$ cat src/hw/rtl/wbbw_pkg.sv
// ----------------------------------------------------------------------------
// wbbw_pkg
// Shared types and constants for the windowed bark/bite watchdog.
// ----------------------------------------------------------------------------
package wbbw_pkg;

    localparam int COUNT_WIDTH_DEF = 32;
    localparam int DATA_W          = 32;
    localparam int KIND_W          = 2;
    localparam int STATUS_W        = 2;
    localparam int CFG_IDX_W       = 2;

    typedef enum logic [KIND_W-1:0] {
        KIND_TICK    = 2'd0,
        KIND_PET     = 2'd1,
        KIND_ENABLE  = 2'd2,
        KIND_DISABLE = 2'd3
    } t_kind;

    typedef enum logic [STATUS_W-1:0] {
        ST_OK       = 2'd0,
        ST_DISABLED = 2'd1,
        ST_EARLY    = 2'd2
    } t_status;

    typedef enum logic [CFG_IDX_W-1:0] {
        CFG_BARK   = 2'd0,
        CFG_BITE   = 2'd1,
        CFG_WINDOW = 2'd2
    } t_cfg_idx;

endpackage

$ cat src/hw/rtl/windowed_bark_bite_watchdog_unit.sv
// ----------------------------------------------------------------------------
// windowed_bark_bite_watchdog_unit
// Windowed watchdog: saturating tick counter with bark and bite thresholds
// and an early-pet window. One result transaction per event transaction.
// ----------------------------------------------------------------------------
//
//  channel | direction | handshake                 | payload
//  --------+-----------+---------------------------+---------------------------------
//  event   | in        | i_valid / o_stall         | i_kind, i_sleeping
//  result  | out       | o_valid / i_stall         | o_status, o_count_now, o_bark,
//          |           |                           | o_bite, o_running
//  config  | in        | i_cfg_valid / o_cfg_ready | i_cfg_index, i_cfg_data
//
//  The watchdog state and the result are both registered at the accepting edge;
//  the result goes to the skid register while an untaken one sits in the output register.
//  Sustained rate is one event per clock while the result side does not stall.
//  A two-entry output buffer (output register plus skid register) lets the
//  block take an event while a result waits; o_stall rises only once both
//  entries are full, and it comes straight from the skid valid flag.
//  Synchronous active-low reset clears counter, flags, thresholds and buffer.
//  Configuration writes are always taken (o_cfg_ready is tied high).
// ----------------------------------------------------------------------------
module windowed_bark_bite_watchdog_unit
    import wbbw_pkg::*;
#(
    parameter int COUNT_WIDTH = COUNT_WIDTH_DEF
) (
    input  logic                 i_clk,
    input  logic                 i_rst_n,
    // event channel
    input  logic                 i_valid,
    output logic                 o_stall,
    input  logic [KIND_W-1:0]    i_kind,
    input  logic                 i_sleeping,
    // result channel
    output logic                 o_valid,
    input  logic                 i_stall,
    output logic [STATUS_W-1:0]  o_status,
    output logic [DATA_W-1:0]    o_count_now,
    output logic                 o_bark,
    output logic                 o_bite,
    output logic                 o_running,
    // configuration channel
    input  logic                 i_cfg_valid,
    output logic                 o_cfg_ready,
    input  logic [CFG_IDX_W-1:0] i_cfg_index,
    input  logic [DATA_W-1:0]    i_cfg_data
);

    // Compare width covers both the counter and the 32-bit thresholds.
    localparam int CMP_W = (COUNT_WIDTH > DATA_W) ? COUNT_WIDTH : DATA_W;

    typedef struct packed {
        logic [STATUS_W-1:0] status;
        logic [DATA_W-1:0]   count_now;
        logic                bark;
        logic                bite;
        logic                running;
    } t_result;

    // configuration registers
    logic [DATA_W-1:0] r_bark_thr;
    logic [DATA_W-1:0] r_bite_thr;
    logic [DATA_W-1:0] r_window_min;

    // watchdog state
    logic [COUNT_WIDTH-1:0] r_counter, n_counter;
    logic                   r_enabled, n_enabled;
    logic                   r_bark,    n_bark;
    logic                   r_bite,    n_bite;

    // output buffer
    logic    r_out_valid;
    logic    r_skid_valid;
    t_result r_out;
    t_result r_skid;
    t_result w_result;

    logic                   w_in_accept;
    logic                   w_out_take;
    logic [COUNT_WIDTH-1:0] w_tick_count;
    logic [CMP_W-1:0]       w_tick_ext;
    logic [CMP_W-1:0]       w_cur_ext;
    logic [DATA_W-1:0]      w_window;
    logic                   w_pet_early;
    t_status                w_status;

    // The block only stalls when both buffer entries hold results.
    assign o_stall     = r_skid_valid;
    assign o_cfg_ready = 1'b1;
    assign w_in_accept = i_valid & ~r_skid_valid;
    assign w_out_take  = r_out_valid & ~i_stall;

    // Advance the counter unless asleep; hold at all ones.
    assign w_tick_count = (!i_sleeping && !(&r_counter)) ?
                          r_counter + COUNT_WIDTH'(1) : r_counter;
    assign w_tick_ext   = CMP_W'(w_tick_count);
    assign w_cur_ext    = CMP_W'(r_counter);

    // Effective window: clamp to half the bark threshold when the configured
    // minimum is not below a nonzero bark threshold.
    assign w_window = ((r_bark_thr != '0) && (r_window_min >= r_bark_thr)) ?
                      (r_bark_thr >> 1) : r_window_min;
    assign w_pet_early = (w_window != '0) && (w_cur_ext < CMP_W'(w_window));

    always_comb begin
        n_counter = r_counter;
        n_enabled = r_enabled;
        n_bark    = r_bark;
        n_bite    = r_bite;
        w_status  = ST_OK;
        case (t_kind'(i_kind))
            KIND_TICK: begin
                // Compare against the count after the advance, asleep or not.
                if (r_enabled) begin
                    n_counter = w_tick_count;
                    if (w_tick_ext >= CMP_W'(r_bark_thr)) begin
                        n_bark = 1'b1;
                    end
                    if (w_tick_ext >= CMP_W'(r_bite_thr)) begin
                        n_bite = 1'b1;
                    end
                end
            end
            KIND_PET: begin
                // Refused pets leave the state alone.
                if (!r_enabled) begin
                    w_status = ST_DISABLED;
                end else if (w_pet_early) begin
                    w_status = ST_EARLY;
                end else begin
                    n_counter = '0;
                    n_bark    = 1'b0;
                end
            end
            KIND_ENABLE: begin
                n_counter = '0;
                n_bark    = 1'b0;
                n_enabled = 1'b1;
            end
            default: begin
                // Disable: drop the enable flag only.
                n_enabled = 1'b0;
            end
        endcase
    end

    always_comb begin
        w_result.status    = w_status;
        w_result.count_now = DATA_W'(n_counter);
        w_result.bark      = n_bark;
        w_result.bite      = n_bite;
        w_result.running   = n_enabled;
    end

    // Configuration writes; indexes beyond the list are dropped.
    always_ff @(posedge i_clk) begin
        if (!i_rst_n) begin
            r_bark_thr   <= '0;
            r_bite_thr   <= '0;
            r_window_min <= '0;
        end else if (i_cfg_valid && o_cfg_ready) begin
            case (t_cfg_idx'(i_cfg_index))
                CFG_BARK:   r_bark_thr   <= i_cfg_data;
                CFG_BITE:   r_bite_thr   <= i_cfg_data;
                CFG_WINDOW: r_window_min <= i_cfg_data;
                default: begin
                end
            endcase
        end
    end

    // Watchdog state advances on every accepted event transaction.
    always_ff @(posedge i_clk) begin
        if (!i_rst_n) begin
            r_counter <= '0;
            r_enabled <= 1'b0;
            r_bark    <= 1'b0;
            r_bite    <= 1'b0;
        end else if (w_in_accept) begin
            r_counter <= n_counter;
            r_enabled <= n_enabled;
            r_bark    <= n_bark;
            r_bite    <= n_bite;
        end
    end

    // Output register plus skid register.
    always_ff @(posedge i_clk) begin
        if (!i_rst_n) begin
            r_out_valid  <= 1'b0;
            r_skid_valid <= 1'b0;
        end else if (r_skid_valid) begin
            // Refill the output register from the skid entry.
            if (w_out_take) begin
                r_out_valid  <= 1'b1;
                r_skid_valid <= 1'b0;
            end
        end else if (w_in_accept) begin
            if (!r_out_valid || w_out_take) begin
                r_out_valid <= 1'b1;
            end else begin
                r_skid_valid <= 1'b1;
            end
        end else if (w_out_take) begin
            r_out_valid <= 1'b0;
        end
    end

    always_ff @(posedge i_clk) begin
        if (r_skid_valid) begin
            if (w_out_take) begin
                r_out <= r_skid;
            end
        end else if (w_in_accept) begin
            if (!r_out_valid || w_out_take) begin
                r_out <= w_result;
            end else begin
                r_skid <= w_result;
            end
        end
    end

    assign o_valid     = r_out_valid;
    assign o_status    = r_out.status;
    assign o_count_now = r_out.count_now;
    assign o_bark      = r_out.bark;
    assign o_bite      = r_out.bite;
    assign o_running   = r_out.running;

endmodule

$ cat config.mk
export PLATFORM = sky130hd
export DESIGN_NAME = windowed_bark_bite_watchdog_unit
export DESIGN_NICKNAME = d
export VERILOG_FILES = /design/src/hw/rtl/wbbw_pkg.sv /design/src/hw/rtl/windowed_bark_bite_watchdog_unit.sv
export SDC_FILE = /design/constraint.sdc
export NUM_CORES = 1
export LEC_CHECK = 0
export CORE_MARGIN = 2
export CORE_UTILIZATION = 55
export DETAILED_ROUTE_END_ITERATION = 8
export DONT_BUFFER_PORTS = 1
export PLACE_DENSITY = 0.79
export SLEW_MARGIN = 20
export SYNTH_ARGS = -nofsm -noshare
export SYNTH_HDL_FRONTEND = slang
export SYNTH_SLANG_ARGS = --single-unit
$ cat constraint.sdc
create_clock -name i_clk -period 8 [get_ports i_clk]
set_input_delay 0.4 -clock i_clk [delete_from_list [all_inputs] [get_ports i_clk]]
set_output_delay 0.4 -clock i_clk [all_outputs]
set_load 0.01 [all_outputs]
* Word level (Yosys, flattened, before mapping)
Cells that the tools add are included.
** Storage, ports and cells
- Register bits after elaboration :: 207
- Input bits :: 42
- Output and inout bits :: 40
- Word-level logic and storage cells :: 88
** Cells by class
- Add/sub/neg operators :: 1
- Magnitude comparators :: 4
- Equal/unequal tests :: 6
- Multiplexer cells :: 31
- Bitwise gates (word level) :: 5
- Reductions and logical operators :: 22
** Operator list (number)
- 2-to-1 mux 32 bit :: 5
- 2-to-1 mux 37 bit :: 4
- greater-or-equal comparator 32 bit :: 3
- case mux 32 bit (3 select lines) :: 1
- nonzero test 32 bit :: 2
- adder 32 x 1 -> 32 bit (second input constant) :: 1
- less-than comparator 32 bit :: 1
- AND reduction 32 bit :: 1
- 2-to-1 mux 1 bit :: 16
- AND reduction 3 bit :: 3
- 2-to-1 mux 2 bit :: 3
- AND reduction 2 bit :: 3
- nonzero test 2 bit :: 3
- equality test 2 x 1 -> 1 bit (second input constant) :: 2
- equality test 2 bit (second input constant) :: 2
- zero test 2 bit :: 2
- logical AND 1 bit :: 3
- zero test 1 bit :: 3
- != test 3 x 2 -> 1 bit (second input constant) :: 1
- inverter 1 bit :: 3
- case mux 1 bit (3 select lines) :: 1
- bitwise AND 1 bit :: 2
- != test 2 x 1 -> 1 bit (second input constant) :: 1
- case mux 1 bit (2 select lines) :: 1
- 2 further kinds :: 2

* Depth between registers and ports, before layout
Gate-level depths: netlist of the first run.
- Depth in word-level cells :: 11
- Gate-level depth with buffers :: 21
- Mapped depth without buffers :: 19

* Worst setup path before layout of the first run
Ideal clock, no wire load.
- Kind :: register -> register
- Start :: register r_bark_thr[13]
- End :: register r_out (netlist bit o_count_now[29]), data pin
- Library setup time :: 0.152 ns
- Arrival time :: 4.518 ns
- Required time :: 7.848 ns
- Path slack :: 3.330 ns
- Cell stages (with the launch flop) :: 22
- Buffers on the path :: 2
- Clock period less this slack :: 4.670 ns
- Cell sequence :: dfxtp_1 -> inv_1 -> ha_1 -> and4_1 -> nand4_1 -> or4_4 -> a31oi_1 -> o21ai_1 -> clkbuf_1 -> nor2_1 -> a21oi_1 -> ha_1 -> a21oi_1 -> nor2b_1 -> o41ai_1 -> a31oi_1 -> a2111oi_1 -> o221ai_1 -> nand2_2 -> buf_6 -> o21ai_1 -> a31oi_1
** Between the ends
- Cells in the longest elaborated chain, start to end :: 11
- Elaborated cells on any way between the ends :: 13
- Those cells by class :: order compare (2); mux (7); reduce/logical (4)
** Ends and longest elaborated chain
- start, declared :: RTL line windowed_bark_bite_watchdog_unit.sv:62 : logic [DATA_W-1:0] r_bark_thr;
- start signal, assigned :: RTL line windowed_bark_bite_watchdog_unit.sv:164 : CFG_BARK: r_bark_thr <= i_cfg_data;
- greater-or-equal comparator 32 bit or nonzero test 32 bit (tied branches) :: RTL line windowed_bark_bite_watchdog_unit.sv:102 : assign w_window = ((r_bark_thr != '0) && (r_window_min >= r_bark_thr)) ?
- logical AND 1 bit :: RTL line windowed_bark_bite_watchdog_unit.sv:102
- 2-to-1 mux 32 bit * :: RTL line windowed_bark_bite_watchdog_unit.sv:102
- less-than comparator 32 bit or nonzero test 32 bit (tied branches) :: RTL line windowed_bark_bite_watchdog_unit.sv:104 : assign w_pet_early = (w_window != '0) && (w_cur_ext < CMP_W'(w_window));
- logical AND 1 bit * :: RTL line windowed_bark_bite_watchdog_unit.sv:104
- 2-to-1 mux 32 bit * :: RTL line windowed_bark_bite_watchdog_unit.sv:129 : end else if (w_pet_early) begin
- 2-to-1 mux 32 bit * :: RTL line windowed_bark_bite_watchdog_unit.sv:127 : if (!r_enabled) begin
- case mux 32 bit (3 select lines) * :: RTL line windowed_bark_bite_watchdog_unit.sv:112 : case (t_kind'(i_kind))
- 2-to-1 mux 37 bit * :: RTL line windowed_bark_bite_watchdog_unit.sv:216 : if (!r_out_valid || w_out_take) begin
- 2-to-1 mux 37 bit * :: RTL line windowed_bark_bite_watchdog_unit.sv:215 : end else if (w_in_accept) begin
- 2-to-1 mux 37 bit * :: RTL line windowed_bark_bite_watchdog_unit.sv:211 : if (r_skid_valid) begin
- end signal, assigned :: RTL line windowed_bark_bite_watchdog_unit.sv:213 : r_out <= r_skid;
- end signal, assigned :: RTL line windowed_bark_bite_watchdog_unit.sv:217 : r_out <= w_result;
- end, declared :: RTL line windowed_bark_bite_watchdog_unit.sv:75 : t_result r_out;
Every way passes the cells marked *; elsewhere a longest branch is shown, timed or not. The select of a mux whose other input is x is not followed.
A chain may end at the register's enable or synchronous reset.

* Worst setup path in the final report of the first run
- Start :: register r_bark_thr[17]
- End :: register r_out (netlist bit o_count_now[4]), data pin
** Between the ends
- Cells in the longest elaborated chain, start to end :: 11
- Elaborated cells on any way between the ends :: 13
- Those cells by class :: order compare (2); mux (7); reduce/logical (4)
** Ends and longest elaborated chain
- greater-or-equal comparator 32 bit or nonzero test 32 bit (tied branches) :: RTL line windowed_bark_bite_watchdog_unit.sv:102
- logical AND 1 bit :: RTL line windowed_bark_bite_watchdog_unit.sv:102
- 2-to-1 mux 32 bit * :: RTL line windowed_bark_bite_watchdog_unit.sv:102
- less-than comparator 32 bit or nonzero test 32 bit (tied branches) :: RTL line windowed_bark_bite_watchdog_unit.sv:104
- logical AND 1 bit * :: RTL line windowed_bark_bite_watchdog_unit.sv:104
- 2-to-1 mux 32 bit * :: RTL line windowed_bark_bite_watchdog_unit.sv:129
- 2-to-1 mux 32 bit * :: RTL line windowed_bark_bite_watchdog_unit.sv:127
- case mux 32 bit (3 select lines) * :: RTL line windowed_bark_bite_watchdog_unit.sv:112
- via n_counter[4] :: RTL line windowed_bark_bite_watchdog_unit.sv:67 : logic [COUNT_WIDTH-1:0] r_counter, n_counter;
- 2-to-1 mux 37 bit * :: RTL line windowed_bark_bite_watchdog_unit.sv:216
- 2-to-1 mux 37 bit * :: RTL line windowed_bark_bite_watchdog_unit.sv:215
- 2-to-1 mux 37 bit * :: RTL line windowed_bark_bite_watchdog_unit.sv:211
The timed path passes the listed nets; every way through them passes the cells marked *. The select of a mux whose other input is x is not followed.

==> key figures, run 1 <==
STA
  – Maximum clock rate: 152 MHz
  – Worst slew pin tran: 1.10 ns
  – RSZ-0062 raised after global routing: false
  – Worst-case headroom to the max-slew limit: 0.264
  – Fin. Hold Viols: 0
  – Count of final setup violators: 0
  – Max-slew violations: 0
  – Time the final worst path needs with I/O delays and setup: 6.56 ns
  – Fin crit share: 0.821
  – Worst hold margin: 0.0214 ns
  – Post-route setup slack: 1.44 ns
  – Total negative slack for setup checks: 0 ns
  – Final Skew: 0.0223 ns

Floorplanning
  – Total I/O pin count: 82
  – Total die area: 24700 sq um
  – Core Rows: 56
  – Y dimension of the die: 157 um
  – Standard cell core area: 23300 sq um
  – Starting density of the core: 0.555
  – DIE WIDTH: 157 um

Cells and area
  – Net count reported at finish: 1679
  – Ant. Diodes: 0
  – Number of cells in the finished layout apart from fillers: 1845
  – Area taken by multi-input logic gates: 7380 sq um
  – Fillcell total: 2057
  – Layout cells sized above 1: 0.0714
  – Area of all sequential standard cells: 4880 sq um
  – Share of the core filled with cells: 0.607
  – Area Overhead vs Synth: 9.33%
  – Design area: 14100 sq um

Setup path
  – Critical R2R Launch: r_bark_thr[17]$_SDFFE_PN0P_
  – Cell Chain, Critical Path: inv_1 > ha_1 > a21oi_1 > o21ai_1 > a221oi_1 > nand2_1 > o21ai_4 > buf_4 > nor2_1 > a21oi_1 > ha_1 > a21oi_1 > nor2b_1 > o41ai_1 > a31oi_1 > a2111oi_1 > o22ai_2 > a21oi_4 > o21ba_2 > mux2_2
  – Data required time at the worst endpoint: 8.39 ns
  – Delay contributed by the slowest stage of the critical path: 0.99 ns
  – Worst reg2reg setup slack: 1.44 ns
  – Worst path most repeated cell: sky130_fd_sc_hd__a21oi_1
  – Arrival @ worst endpoint: 6.95 ns
  – Buffers & Inverters on Critical Path: 2
  – Slowest-stage cell, CP: sky130_fd_sc_hd__a2111oi_1
  – Category of the critical setup timing path: reg2reg
  – Critical Path Start Type: flop
  – Length in cells of the worst reg-to-reg path: 20
  – Top Family by Delay on Critical Path: compound AO/OA/AOI/OAI gates
  – Destination of the worst register-to-register timing path: o_count_now[4]$_DFFE_PP_
  – Crit. End Element: flop
  – Critical Path Fanout Max: 35

Yosys
  – Top post-synthesis cells by count: 280 x sky130_fd_sc_hd__nand2_1, 192 x sky130_fd_sc_hd__a21oi_1, 133 x sky130_fd_sc_hd__dfxtp_1, 128 x sky130_fd_sc_hd__ha_1, 91 x sky130_fd_sc_hd__nor2_1
  – Number of flops mapped to enable cells by yosys: 74
  – Most repeated cell in the gate-level netlist after synthesis: sky130_fd_sc_hd__nand2_1
  – Fraction of post-synthesis cell area in the top cell type by area: 0.206
  – Number of synthesized register bits: 207
  – Dominant synthesized flop cell: sky130_fd_sc_hd__dfxtp_1
  – Post-Synthesis Cell Area: 12900 sq um
  – Cell accounting for the most synthesized area: sky130_fd_sc_hd__dfxtp_1
  – Synth area leaders: sky130_fd_sc_hd__dfxtp_1 21%, sky130_fd_sc_hd__edfxtp_1 17%, sky130_fd_sc_hd__ha_1 12%
  – Count of distinct cell types in the synthesized netlist: 88
  – Synthesized net count: 1707
  – Synth async-reset ratio: 0
  – Post-Synthesis Cells: 1537
  – Number of warnings reported in the yosys synthesis log: 0
  – Avg Synthesized Cell Area: 8.40 sq um
  – Proportion of synthesized chip area in sequential cells: 0.378

Clock network
  – CTS HTree Levels: 1
  – Number of buffers on the longest clock path: 3
  – Count of buffers added by post-CTS timing repair for setup: 0
  – Clock net sink count: 207
  – Root Buffer Master: sky130_fd_sc_hd__clkbuf_16
  – Clock edge transition at the registers on the reported setup and hold paths: 0.06 ns
  – Clock tree from TritonCTS: done
  – Later-pin clock latency in the skew report: 0.52 ns
  – Total clock buffers created by CTS: 23

GRT
  – Aggregate global-route resource usage: 0.295
  – Global-route wire length before repair: 57800 um
  – Number of antenna violations at the first check in global routing: 0
  – Total global routing overflow: 0
  – Vias in the first global route: 10600
  – Pin count of the biggest net entering global routing: 77

Min path
  – Class of the most critical hold timing path: in2reg
  – Worst hold path cell count: 2
  – Worst Hold Path EP: r_window_min[17]$_SDFFE_PN0P_
  – Hold path start: i_cfg_data[17]

Job
  – MaxCap Viol Count: 0

Place
  – # port buffers: 0
  – Total cell area at the placement stage: 13100 sq um
  – Final Wtd Congestion: 0.951
  – Post-Place Cells: 1779
  – Detailed placement HPWL: 26000 um
  – Worst setup timing slack at the placement stage: 1.71 ns

Power
  – Power Internal: 1.91 mW
  – Logic pwr share: 0.131
  – Static leakage power: 5.36 nW
  – Fraction of power spent switching nets: 0.270
  – Maximum VDD drop: 0.000158 V
  – Part of the total power dissipated in the clock network: 0.424
  – Sw power: 0.707 mW
  – Power Dens Cells: 185 nW/um^2
  – Reg power frac: 0.445
  – Total power consumption of the routed design: 2.61 mW

Drt
  – First-pass DRT Iterations: 5
  – First DRT Iteration DRCs: 1350
  – Drc violations: 0
  – Mean routed wirelength per cell: 19.8 um
  – Number of nets with antenna violations after routing: 0
  – Final routed wirelength across all metal layers: 36500 um
  – Number of vias per cell after detailed routing: 6.14
  – Via count: 11300

Run status
  – Run status: complete, no violations
cells in the final DEF (no fill, tap or decap), drive strengths merged, types with 4 or more instances in the layout:
cell type	instances
a21boi	27
mux2	31
nand2	281
nand2b	6
nor2b	5
nor2	92
a211oi	9
edfxtp	74
xnor2	27
and2	6
nor4	25
nand3	25
and4	7
clkbuf	30
xor2	10
buf	13
a21oi	194
ha	128
o21ai	73
or2	4
inv	82
a22oi	4
and3	14
o211ai	7
nor3	21
a21o	35
clkinv	7
nand4	29
o2bb2ai	5
dfxtp	133
a31oi	22
dlygate4sd3	24
o21a	5
or3	14
metal layers:
layer	routed length, um	part of all wire	vias up	global-route usage
met3	3350	0.092	76	0.0595
met2	16100	0.44	507	0.458
li1	-	-	5420	-
met5	0	0	-	0
met1	16100	0.44	5322	0.422
met4	911	0.025	0	0.0749
cell families after synthesis:
logic type               count (synthesis)  share of synthesized area
AND/OR/NAND/NOR                        537                      0.189
AO/OA/AOI/OAI                          424                      0.204
flip-flops                             207                      0.378
buffers and inverters                  172                     0.0528
adder cells (fa/ha/maj)                128                      0.124
XOR/XNOR                                37                     0.0251
multiplexers                            31                     0.0270
other                                    1                   0.000290
registers in the layout (all words and copies together), names as in the netlist, 2 cells and up:
name / flops
r_bark_thr: 32
r_window_min: 32
o_count_now: 32
r_counter: 32
r_skid: 37
o_status: 2
r_bite_thr: 32
power by group through the flow:
stage          sequential, mW  clock (mW)  combinational, mW
6_report                 1.16        1.11              0.343
5_1_grt                  1.17        1.16              0.378
4_1_cts                  1.16        1.13              0.338
3_5_place_dp             1.19           0              0.326
3_3_place_gp             1.18           0              0.315
2_1_floorplan            1.18           0              0.251
worst reg2reg max path: stages, from the launching register on:
cell and delay (ns):
sky130_fd_sc_hd__dfxtp_1 0.35, sky130_fd_sc_hd__inv_1 0.08, sky130_fd_sc_hd__ha_1 0.32, sky130_fd_sc_hd__a21oi_1 0.18, sky130_fd_sc_hd__o21ai_1 0.10, sky130_fd_sc_hd__a221oi_1 0.51, sky130_fd_sc_hd__nand2_1 0.24, sky130_fd_sc_hd__o21ai_4 0.71
sky130_fd_sc_hd__buf_4 0.41, sky130_fd_sc_hd__nor2_1 0.09, sky130_fd_sc_hd__a21oi_1 0.14, sky130_fd_sc_hd__ha_1 0.26, sky130_fd_sc_hd__a21oi_1 0.16, sky130_fd_sc_hd__nor2b_1 0.06, sky130_fd_sc_hd__o41ai_1 0.29, sky130_fd_sc_hd__a31oi_1 0.18
sky130_fd_sc_hd__a2111oi_1 1.00, sky130_fd_sc_hd__o22ai_2 0.23, sky130_fd_sc_hd__a21oi_4 0.69, sky130_fd_sc_hd__o21ba_2 0.27, sky130_fd_sc_hd__mux2_2 0.15
how the worst max path moves through the flow:
stage                                startpoint                   endpoint  slack, ns  cells past startpoint
global route        r_bark_thr[19]$_SDFFE_PN0P_   o_count_now[5]$_DFFE_PP_       1.04                     20
finish              r_bark_thr[17]$_SDFFE_PN0P_   o_count_now[4]$_DFFE_PP_       1.44                     20
detailed placement   r_bark_thr[6]$_SDFFE_PN0P_   o_count_now[4]$_DFFE_PP_       1.71                     20
CTS                 r_bark_thr[31]$_SDFFE_PN0P_   o_count_now[4]$_DFFE_PP_       1.66                     20
floorplan           r_bark_thr[13]$_SDFFE_PN0P_  o_count_now[29]$_DFFE_PP_       3.33                     21
global placement     r_bark_thr[5]$_SDFFE_PN0P_   o_count_now[4]$_DFFE_PP_       1.91                     20
timing repair:
item / CTS / global route
hold buffers: 24 / 0
hold endpoints to repair: 39 / 0
resized for setup: 0 / 0
final cells by class:
cell class	count	share of cell area
Multi-Input combinational cell	1158	0.523
Clock inverter	12	0.0105
Timing Repair Buffer	37	0.0253
Inverter	82	0.0218
Tap cell	319	0.0283
Sequential cell	207	0.346
Clock buffer	30	0.0455
(Power assumes the default switching activity.)
==> inputs of run 2 (changes only) <==
==> constraint.sdc (replaced) <==
create_clock -name i_clk -period 6.7 [get_ports i_clk]
set_input_delay 0.335 -clock i_clk [delete_from_list [all_inputs] [get_ports i_clk]]
set_output_delay 0.335 -clock i_clk [all_outputs]
set_load 0.01 [all_outputs]
==> run 2 against run 1 <==
Register-to-register slack worse by 0.82 ns. Die area is the same. Sequential power rose by 20%. Flip-flop and latch count unchanged. Final cell count grew 1.0%. Clock skew is 0.0071 ns lower. Global-route usage about the same. Via count rose by 1.5%. First-iteration DRC count decreased by 9.9%. Critical path type unchanged. Clock power increased by 12%.
==> key figures, run 2 (synthesized netlist as in run 1, its figures left out) <==
Run status
  – Run status: complete, no violations (unchanged)

GRT
  – Total global routing overflow: 0 (unchanged)
  – Vias in the first global route: 10700 (was 10600)
  – Busiest layer in global routing: met2 (unchanged)
  – Global-route wire length before repair: 58000 um (was 57800 um)
  – Global routing met1 resource utilization: 0.422 (about the same)
  – Met3 track demand over resource in global routing: 0.0531 (was 0.0595)
  – Number of antenna violations at the first check in global routing: 2 (was 0)
  – Grt met2 use: 0.458 (unchanged)
  – Pin count of the biggest net entering global routing: 77 (unchanged)
  – Aggregate global-route resource usage: 0.296 (was 0.295)

Setup path
  – Delay contributed by the slowest stage of the critical path: 0.72 ns (was 0.99 ns)
  – Data required time at the worst endpoint: 7.07 ns (was 8.39 ns)
  – CP Launch Point: r_bark_thr[12]$_SDFFE_PN0P_ (was r_bark_thr[17]$_SDFFE_PN0P_)
  – Slowest-stage cell, CP: sky130_fd_sc_hd__a2111oi_1 (unchanged)
  – Buffers & Inverters on Critical Path: 1 (was 2)
  – Crit. End Element: flop (unchanged)
  – Critical Path Start Type: flop (unchanged)
  – Critical R2R Launch: r_bark_thr[12]$_SDFFE_PN0P_ (was r_bark_thr[17]$_SDFFE_PN0P_)
  – Cell Chain, Critical Path: inv_1 > ha_1 > and4_1 > nand4_1 > or4_4 > a31oi_1 > o21ai_4 > a21oi_1 > ha_1 > a21oi_1 > nor2b_1 > o41ai_1 > a31oi_1 > a2111oi_1 > o22ai_2 > a21oi_4 > o21ai_1 > a31oi_1 (was inv_1 > ha_1 > a21oi_1 > o21ai_1 > a221oi_1 > nand2_1 > o21ai_4 > buf_4 > nor2_1 > a21oi_1 > ha_1 > a21oi_1 > nor2b_1 > o41ai_1 > a31oi_1 > a2111oi_1 > o22ai_2 > a21oi_4 > o21ba_2 > mux2_2)
  – Category of the critical setup timing path: reg2reg (unchanged)
  – Worst path most repeated cell: sky130_fd_sc_hd__a31oi_1 (was sky130_fd_sc_hd__a21oi_1)
  – Top Family by Delay on Critical Path: compound AO/OA/AOI/OAI gates (unchanged)
  – Critical Path Fanout Max: 26 (was 35)
  – Arrival @ worst endpoint: 6.45 ns (was 6.95 ns)

Floorplanning
  – Total die area: 24700 sq um (unchanged)
  – Y dimension of the die: 157 um (unchanged)
  – Core Rows: 56 (unchanged)
  – DIE WIDTH: 157 um (unchanged)
  – Total I/O pin count: 82 (unchanged)
  – Standard cell core area: 23300 sq um (unchanged)
  – Starting density of the core: 0.555 (unchanged)

STA
  – Max-slew violations: 0 (unchanged)
  – Final Skew: 0.0152 ns (was 0.0223 ns)
  – Count of final setup violators: 0 (unchanged)
  – Worst-case headroom to the max-slew limit: 0.350 (was 0.264)
  – Worst slew pin tran: 0.974 ns (was 1.10 ns)
  – Time the final worst path needs with I/O delays and setup: 6.09 ns (was 6.56 ns)
  – Total negative slack for setup checks: 0 ns (unchanged)
  – Post-route setup slack: 0.614 ns (was 1.44 ns)
  – Fin crit share: 0.908 (was 0.821)
  – Fin. Hold Viols: 0 (unchanged)
  – RSZ-0062 raised after global routing: false (unchanged)
  – Maximum clock rate: 164 MHz (was 152 MHz)

Min path
  – Class of the most critical hold timing path: in2reg (unchanged)
  – Hold path start: i_cfg_data[15] (was i_cfg_data[17])

Drt
  – Mean routed wirelength per cell: 19.8 um (about the same)
  – Via count: 11500 (was 11300)
  – Number of vias per cell after detailed routing: 6.17 (was 6.14)
  – First DRT Iteration DRCs: 1216 (was 1350)
  – Number of nets with antenna violations after routing: 0 (unchanged)
  – Drc violations: 0 (unchanged)
  – First-pass DRT Iterations: 6 (was 5)
  – Final routed wirelength across all metal layers: 36900 um (was 36500 um)

Clock network
  – Post-CTS Resized: 0 (unchanged)
  – Count of buffers added by post-CTS timing repair for setup: 0 (unchanged)
  – Clock edge transition at the registers on the reported setup and hold paths: 0.07 ns (was 0.06 ns)
  – Total clock buffers created by CTS: 23 (unchanged)
  – Clock net sink count: 207 (unchanged)
  – CTS HTree Levels: 1 (unchanged)
  – Number of buffers on the longest clock path: 3 (unchanged)
  – Later-pin clock latency in the skew report: 0.52 ns (about the same)
  – Clock tree from TritonCTS: done (unchanged)
  – Root Buffer Master: sky130_fd_sc_hd__clkbuf_16 (unchanged)

Place
  – # port buffers: 0 (unchanged)
  – Worst setup timing slack at the placement stage: 0.690 ns (was 1.71 ns)
  – Detailed placement HPWL: 25900 um (was 26000 um)
  – Final Wtd Congestion: 0.936 (was 0.951)

Power
  – Fraction of power spent switching nets: 0.280 (was 0.270)
  – Sw power: 0.857 mW (was 0.707 mW)
  – Power Dens Cells: 215 nW/um^2 (was 185 nW/um^2)
  – Static leakage power: 5.43 nW (was 5.36 nW)
  – Logic pwr share: 0.142 (was 0.131)
  – Reg power frac: 0.453 (was 0.445)
  – Power Internal: 2.21 mW (was 1.91 mW)
  – Maximum VDD drop: 0.000190 V (was 0.000158 V)
  – Part of the total power dissipated in the clock network: 0.405 (was 0.424)

Cells and area
  – Net count reported at finish: 1698 (was 1679)
  – Share of the core filled with cells: 0.613 (was 0.607)
  – Max FFs per register: 37 (unchanged)
  – Ant. Diodes: 0 (unchanged)
  – Leading cell type in the layout, fill and taps excluded: sky130_fd_sc_hd__nand2_1 (unchanged)
  – Area Overhead vs Synth: 10.4% (was 9.33%)
  – Layout cells sized above 1: 0.0738 (was 0.0714)
  – Highest-count cells in the layout ignoring fill and taps: 280 x sky130_fd_sc_hd__nand2_1, 191 x sky130_fd_sc_hd__a21oi_1, 133 x sky130_fd_sc_hd__dfxtp_1 (was 280 x sky130_fd_sc_hd__nand2_1, 190 x sky130_fd_sc_hd__a21oi_1, 133 x sky130_fd_sc_hd__dfxtp_1)
  – Top register by number of flip-flops: r_skid (unchanged)

Job
  – MaxCap Viol Count: 0 (unchanged)
==> run 2: changes by cell type in the layout (fill, tap and decap cells not counted) <==
| cell | before | now |
|---|---|---|
| sky130_fd_sc_hd__clkinv_1 | 3 | 2 |
| sky130_fd_sc_hd__buf_12 | 0 | 1 |
| sky130_fd_sc_hd__buf_4 | 12 | 15 |
| sky130_fd_sc_hd__clkinv_2 | 2 | 5 |
| sky130_fd_sc_hd__clkinvlp_4 | 2 | 3 |
| sky130_fd_sc_hd__bufinv_16 | 3 | 1 |
| sky130_fd_sc_hd__o21ai_2 | 1 | 2 |
| sky130_fd_sc_hd__dlygate4sd3_1 | 24 | 38 |
| sky130_fd_sc_hd__clkinv_4 | 2 | 1 |
| sky130_fd_sc_hd__a21oi_2 | 2 | 1 |
| sky130_fd_sc_hd__a21oi_1 | 190 | 191 |
==> run 2: cell type report <==
type,count,area [sq um]
Multi-Input combinational cell,1159,7380
Fill cell,2074,9000
Tap cell,319,399
Timing Repair Buffer,55,541
Sequential cell,207,4880
Clock buffer,30,642
Inverter,82,308
Clock inverter,12,98.8
==> run 2: worst reg2reg max path: cells and delay by family, from the launching register on <==
kind / cells / cell delay (ns)
AO/OA/AOI/OAI: 11 / 3.85
adder cells (fa/ha/maj): 2 / 0.58
buffers and inverters: 1 / 0.11
flip-flops: 1 / 0.41
AND/OR/NAND/NOR: 4 / 0.98
==> run 2: routing by layer <==
metal,up-vias,wire [um]
met2,540,16100
met5,-,0
li1,5466,-
met3,85,3360
met1,5404,16400
met4,0,1000
==> run 2: worst paths after layout <==
check | end | slack, ns | cells after the start
setup / recovery | o_count_now[5]$_DFFE_PP_ | 0.61 | 18
hold / removal | r_bark_thr[15]$_SDFFE_PN0P_ | 0.02 | 2
setup reg to reg | o_count_now[5]$_DFFE_PP_ | 0.61 | 18
hold reg to reg | r_bite_thr[20]$_SDFFE_PN0P_ | 0.45 | 2
==> run 2: power by group through the flow <==
stage                     registers (mW)  logic (mW)  clock network [mW]
after floorplan                     1.40       0.299                   0
after global placement              1.41       0.378                   0
after detailed placement            1.42       0.388                   0
after CTS                           1.39       0.422                1.26
after global routing                1.39       0.475                1.31
final                               1.39       0.436                1.24
==> run 2: through the flow <==
step                      hold WS [ns]  cell area (sq um)  instances  total power [mW]
after floorplan                  0.436              12900       1537              1.70
after global placement           0.442              13100       1781              1.79
after detailed placement         0.446              13100       1782              1.80
after CTS                      0.00367              14200       1863              3.07
after global routing           0.00844              14300       1864              3.17
final                           0.0184              14300       1864              3.07
==> run 2: repair_timing <==
| action | 4_1_cts | 5_1_grt |
|---|---|---|
| setup endpoints to repair | 0 | 1 |
| hold endpoints to repair | 120 | 0 |
| hold buffers | 39 | 0 |
==> inputs of run 3 (changes only) <==
--- a/config.mk
+++ b/config.mk
@@ -5,10 +5,11 @@
 export SDC_FILE = /design/constraint.sdc
 export NUM_CORES = 1
 export LEC_CHECK = 0
-export CORE_MARGIN = 2
 export CORE_UTILIZATION = 55
 export DETAILED_ROUTE_END_ITERATION = 8
 export DONT_BUFFER_PORTS = 1
+export GPL_TIMING_DRIVEN = 1
+export HOLD_SLACK_MARGIN = 0.12
 export PLACE_DENSITY = 0.79
 export SLEW_MARGIN = 20
 export SYNTH_ARGS = -nofsm -noshare
==> run 3 against run 2 <==
Maximum frequency down 3.7%. Count of clock-buffer cells in the layout up 2. Critical path depth up 2. Critical path type unchanged. Largest cell class unchanged. Largest power group unchanged. Highest routed layer unchanged.
==> key figures, run 3 (synthesized netlist as in run 1, its figures left out) <==
Cells and area
  – Layout cells sized above 1: 0.0744 (was 0.0738)
  – Area taken by multi-input logic gates: 7390 sq um (was 7380 sq um)
  – Top register by number of flip-flops: r_skid (unchanged)
  – Area Overhead vs Synth: 11.1% (was 10.4%)
  – Max FFs per register: 37 (unchanged)
  – Fillcell total: 1966 (was 2074)
  – Highest-count cells in the layout ignoring fill and taps: 279 x sky130_fd_sc_hd__nand2_1, 191 x sky130_fd_sc_hd__a21oi_1, 133 x sky130_fd_sc_hd__dfxtp_1 (was 280 x sky130_fd_sc_hd__nand2_1, 191 x sky130_fd_sc_hd__a21oi_1, 133 x sky130_fd_sc_hd__dfxtp_1)
  – Net count reported at finish: 1699 (was 1698)
  – Area of all sequential standard cells: 4880 sq um (unchanged)
  – Leading cell type in the layout, fill and taps excluded: sky130_fd_sc_hd__nand2_1 (unchanged)

Clock network
  – Clock tree from TritonCTS: done (unchanged)
  – Post-CTS Resized: 0 (unchanged)
  – Clock net sink count: 207 (unchanged)
  – Number of buffers on the longest clock path: 3 (unchanged)
  – Later-pin clock latency in the skew report: 0.51 ns (was 0.52 ns)
  – Count of buffers added by post-CTS timing repair for setup: 0 (unchanged)
  – Total clock buffers created by CTS: 23 (unchanged)
  – CTS HTree Levels: 1 (unchanged)
  – Clock edge transition at the registers on the reported setup and hold paths: 0.06 ns (was 0.07 ns)
  – Root Buffer Master: sky130_fd_sc_hd__clkbuf_16 (unchanged)

Setup path
  – Crit. End Element: flop (unchanged)
  – Category of the critical setup timing path: reg2reg (unchanged)
  – Arrival @ worst endpoint: 6.75 ns (was 6.45 ns)
  – Critical Path Start Type: flop (unchanged)
  – Critical Path Fanout Max: 24 (was 26)
  – Data required time at the worst endpoint: 7.13 ns (was 7.07 ns)

Place
  – Detailed placement HPWL: 25800 um (was 25900 um)
  – Worst setup timing slack at the placement stage: 0.488 ns (was 0.690 ns)
  – # port buffers: 0 (unchanged)
  – Final Wtd Congestion: 0.954 (was 0.936)

Power
  – Power Dens Cells: 223 nW/um^2 (was 215 nW/um^2)
  – Static leakage power: 5.47 nW (was 5.43 nW)
  – Maximum VDD drop: 0.000216 V (was 0.000190 V)

GRT
  – Global-route wire length before repair: 58700 um (was 58000 um)
  – Aggregate global-route resource usage: 0.307 (was 0.296)
  – Total global routing overflow: 0 (unchanged)
  – Pin count of the biggest net entering global routing: 79 (was 77)
  – Number of antenna violations at the first check in global routing: 1 (was 2)
  – Vias in the first global route: 10700 (about the same)

Job
  – MaxCap Viol Count: 0 (unchanged)

STA
  – Max-slew violations: 0 (unchanged)
  – Total negative slack for setup checks: 0 ns (unchanged)
  – Time the final worst path needs with I/O delays and setup: 6.32 ns (was 6.09 ns)
  – Final Skew: 0.0171 ns (was 0.0152 ns)
  – Fin. Hold Viols: 0 (unchanged)
  – Post-route setup slack: 0.381 ns (was 0.614 ns)
  – Fin crit share: 0.943 (was 0.908)
  – Worst-case headroom to the max-slew limit: 0.266 (was 0.350)
  – RSZ-0062 raised after global routing: false (unchanged)
  – Worst slew pin tran: 1.10 ns (was 0.974 ns)
  – Maximum clock rate: 158 MHz (was 164 MHz)
  – Count of final setup violators: 0 (unchanged)

Drt
  – First DRT Iteration DRCs: 1283 (was 1216)
  – Via count: 11400 (was 11500)
  – Mean routed wirelength per cell: 19.8 um (about the same)
  – First-pass DRT Iterations: 8 (was 6)
  – Number of vias per cell after detailed routing: 6.16 (was 6.17)
  – Final routed wirelength across all metal layers: 36900 um (about the same)
  – Drc violations: 0 (unchanged)
  – Number of nets with antenna violations after routing: 0 (unchanged)

Floorplanning
  – Standard cell core area: 22800 sq um (was 23300 sq um)
  – Total die area: 24100 sq um (was 24700 sq um)
  – Y dimension of the die: 155 um (was 157 um)
  – Core Rows: 55 (was 56)
  – Total I/O pin count: 82 (unchanged)
  – DIE WIDTH: 155 um (was 157 um)
  – Starting density of the core: 0.565 (was 0.555)

Run status
  – Run status: complete, no violations (unchanged)

Min path
  – Class of the most critical hold timing path: in2reg (unchanged)
run 3: metrics by stage:
step                       util  total power [mW]  cells  hold slack (ns)  cell area [sq um]
final                     0.628              3.19   1859            0.142              14300
after global routing      0.628              3.30   1859            0.133              14300
after CTS                 0.627              3.19   1857            0.121              14300
after detailed placement  0.573              1.80   1776            0.442              13100
after global placement    0.572              1.79   1775            0.440              13100
after floorplan               -              1.70   1537            0.436              12900
run 3: path summary, 6_finish.rpt:
kind | cells past startpoint | start | end | slack [ns]
hold reg to reg | 2 | r_bite_thr[1]$_SDFFE_PN0P_ | r_bite_thr[1]$_SDFFE_PN0P_ | 0.45
setup reg to reg | 20 | r_bark_thr[13]$_SDFFE_PN0P_ | r_counter[1]$_SDFFE_PN0P_ | 0.38
hold / removal | 2 | i_kind[1] | r_counter[29]$_SDFFE_PN0P_ | 0.14
setup / recovery | 20 | r_bark_thr[13]$_SDFFE_PN0P_ | r_counter[1]$_SDFFE_PN0P_ | 0.38
run 3: final cells by class:
class | instances | area share
Antenna cell | 1 | 0.000174
Clock buffer | 32 | 0.0467
Clock inverter | 9 | 0.0107
Inverter | 82 | 0.0215
Multi-Input combinational cell | 1159 | 0.515
Sequential cell | 207 | 0.340
Tap cell | 313 | 0.0273
Timing Repair Buffer | 56 | 0.0384
run 3: per-layer routing:
layer / track usage / share of wire / vias to the layer above
li1: - / - / 5462
met1: 0.440 / 0.45 / 5433
met2: 0.488 / 0.45 / 487
met3: 0.0432 / 0.074 / 62
met4: 0.0714 / 0.022 / 0
met5: 0 / 0 / -
run 3: timing repair:
item,in CTS,in global routing
endpoints found under the setup margin,0,14
endpoints found under the hold margin,129,0
hold buffers,40,0
run 3: critical path: stages (launching register included):
cell,delay (ns)
sky130_fd_sc_hd__dfxtp_1,0.41
sky130_fd_sc_hd__inv_1,0.11
sky130_fd_sc_hd__ha_1,0.31
sky130_fd_sc_hd__and4_1,0.25
sky130_fd_sc_hd__nand4_1,0.12
sky130_fd_sc_hd__or4_4,0.53
sky130_fd_sc_hd__a31oi_1,0.54
sky130_fd_sc_hd__o21ai_4,0.28
sky130_fd_sc_hd__nor2_1,0.16
sky130_fd_sc_hd__a21oi_1,0.07
sky130_fd_sc_hd__ha_1,0.32
sky130_fd_sc_hd__a21oi_1,0.16
sky130_fd_sc_hd__nor2b_1,0.06
sky130_fd_sc_hd__o41ai_1,0.39
sky130_fd_sc_hd__a31oi_1,0.23
sky130_fd_sc_hd__a2111oi_1,1.00
sky130_fd_sc_hd__o22ai_2,0.20
sky130_fd_sc_hd__a21oi_4,0.64
sky130_fd_sc_hd__buf_4,0.23
sky130_fd_sc_hd__o21ai_1,0.07
sky130_fd_sc_hd__a21boi_1,0.15
run 3: power breakdown:
| group | leakage [nW] | total [mW] | switching (mW) | internal [mW] |
|---|---|---|---|---|
| sequential | 1.76 | 1.39 | 0.0383 | 1.35 |
| clock | 0.399 | 1.37 | 0.516 | 0.852 |
| combinational | 3.32 | 0.440 | 0.296 | 0.144 |
| total | 5.47 | 3.19 | 0.850 | 2.34 |
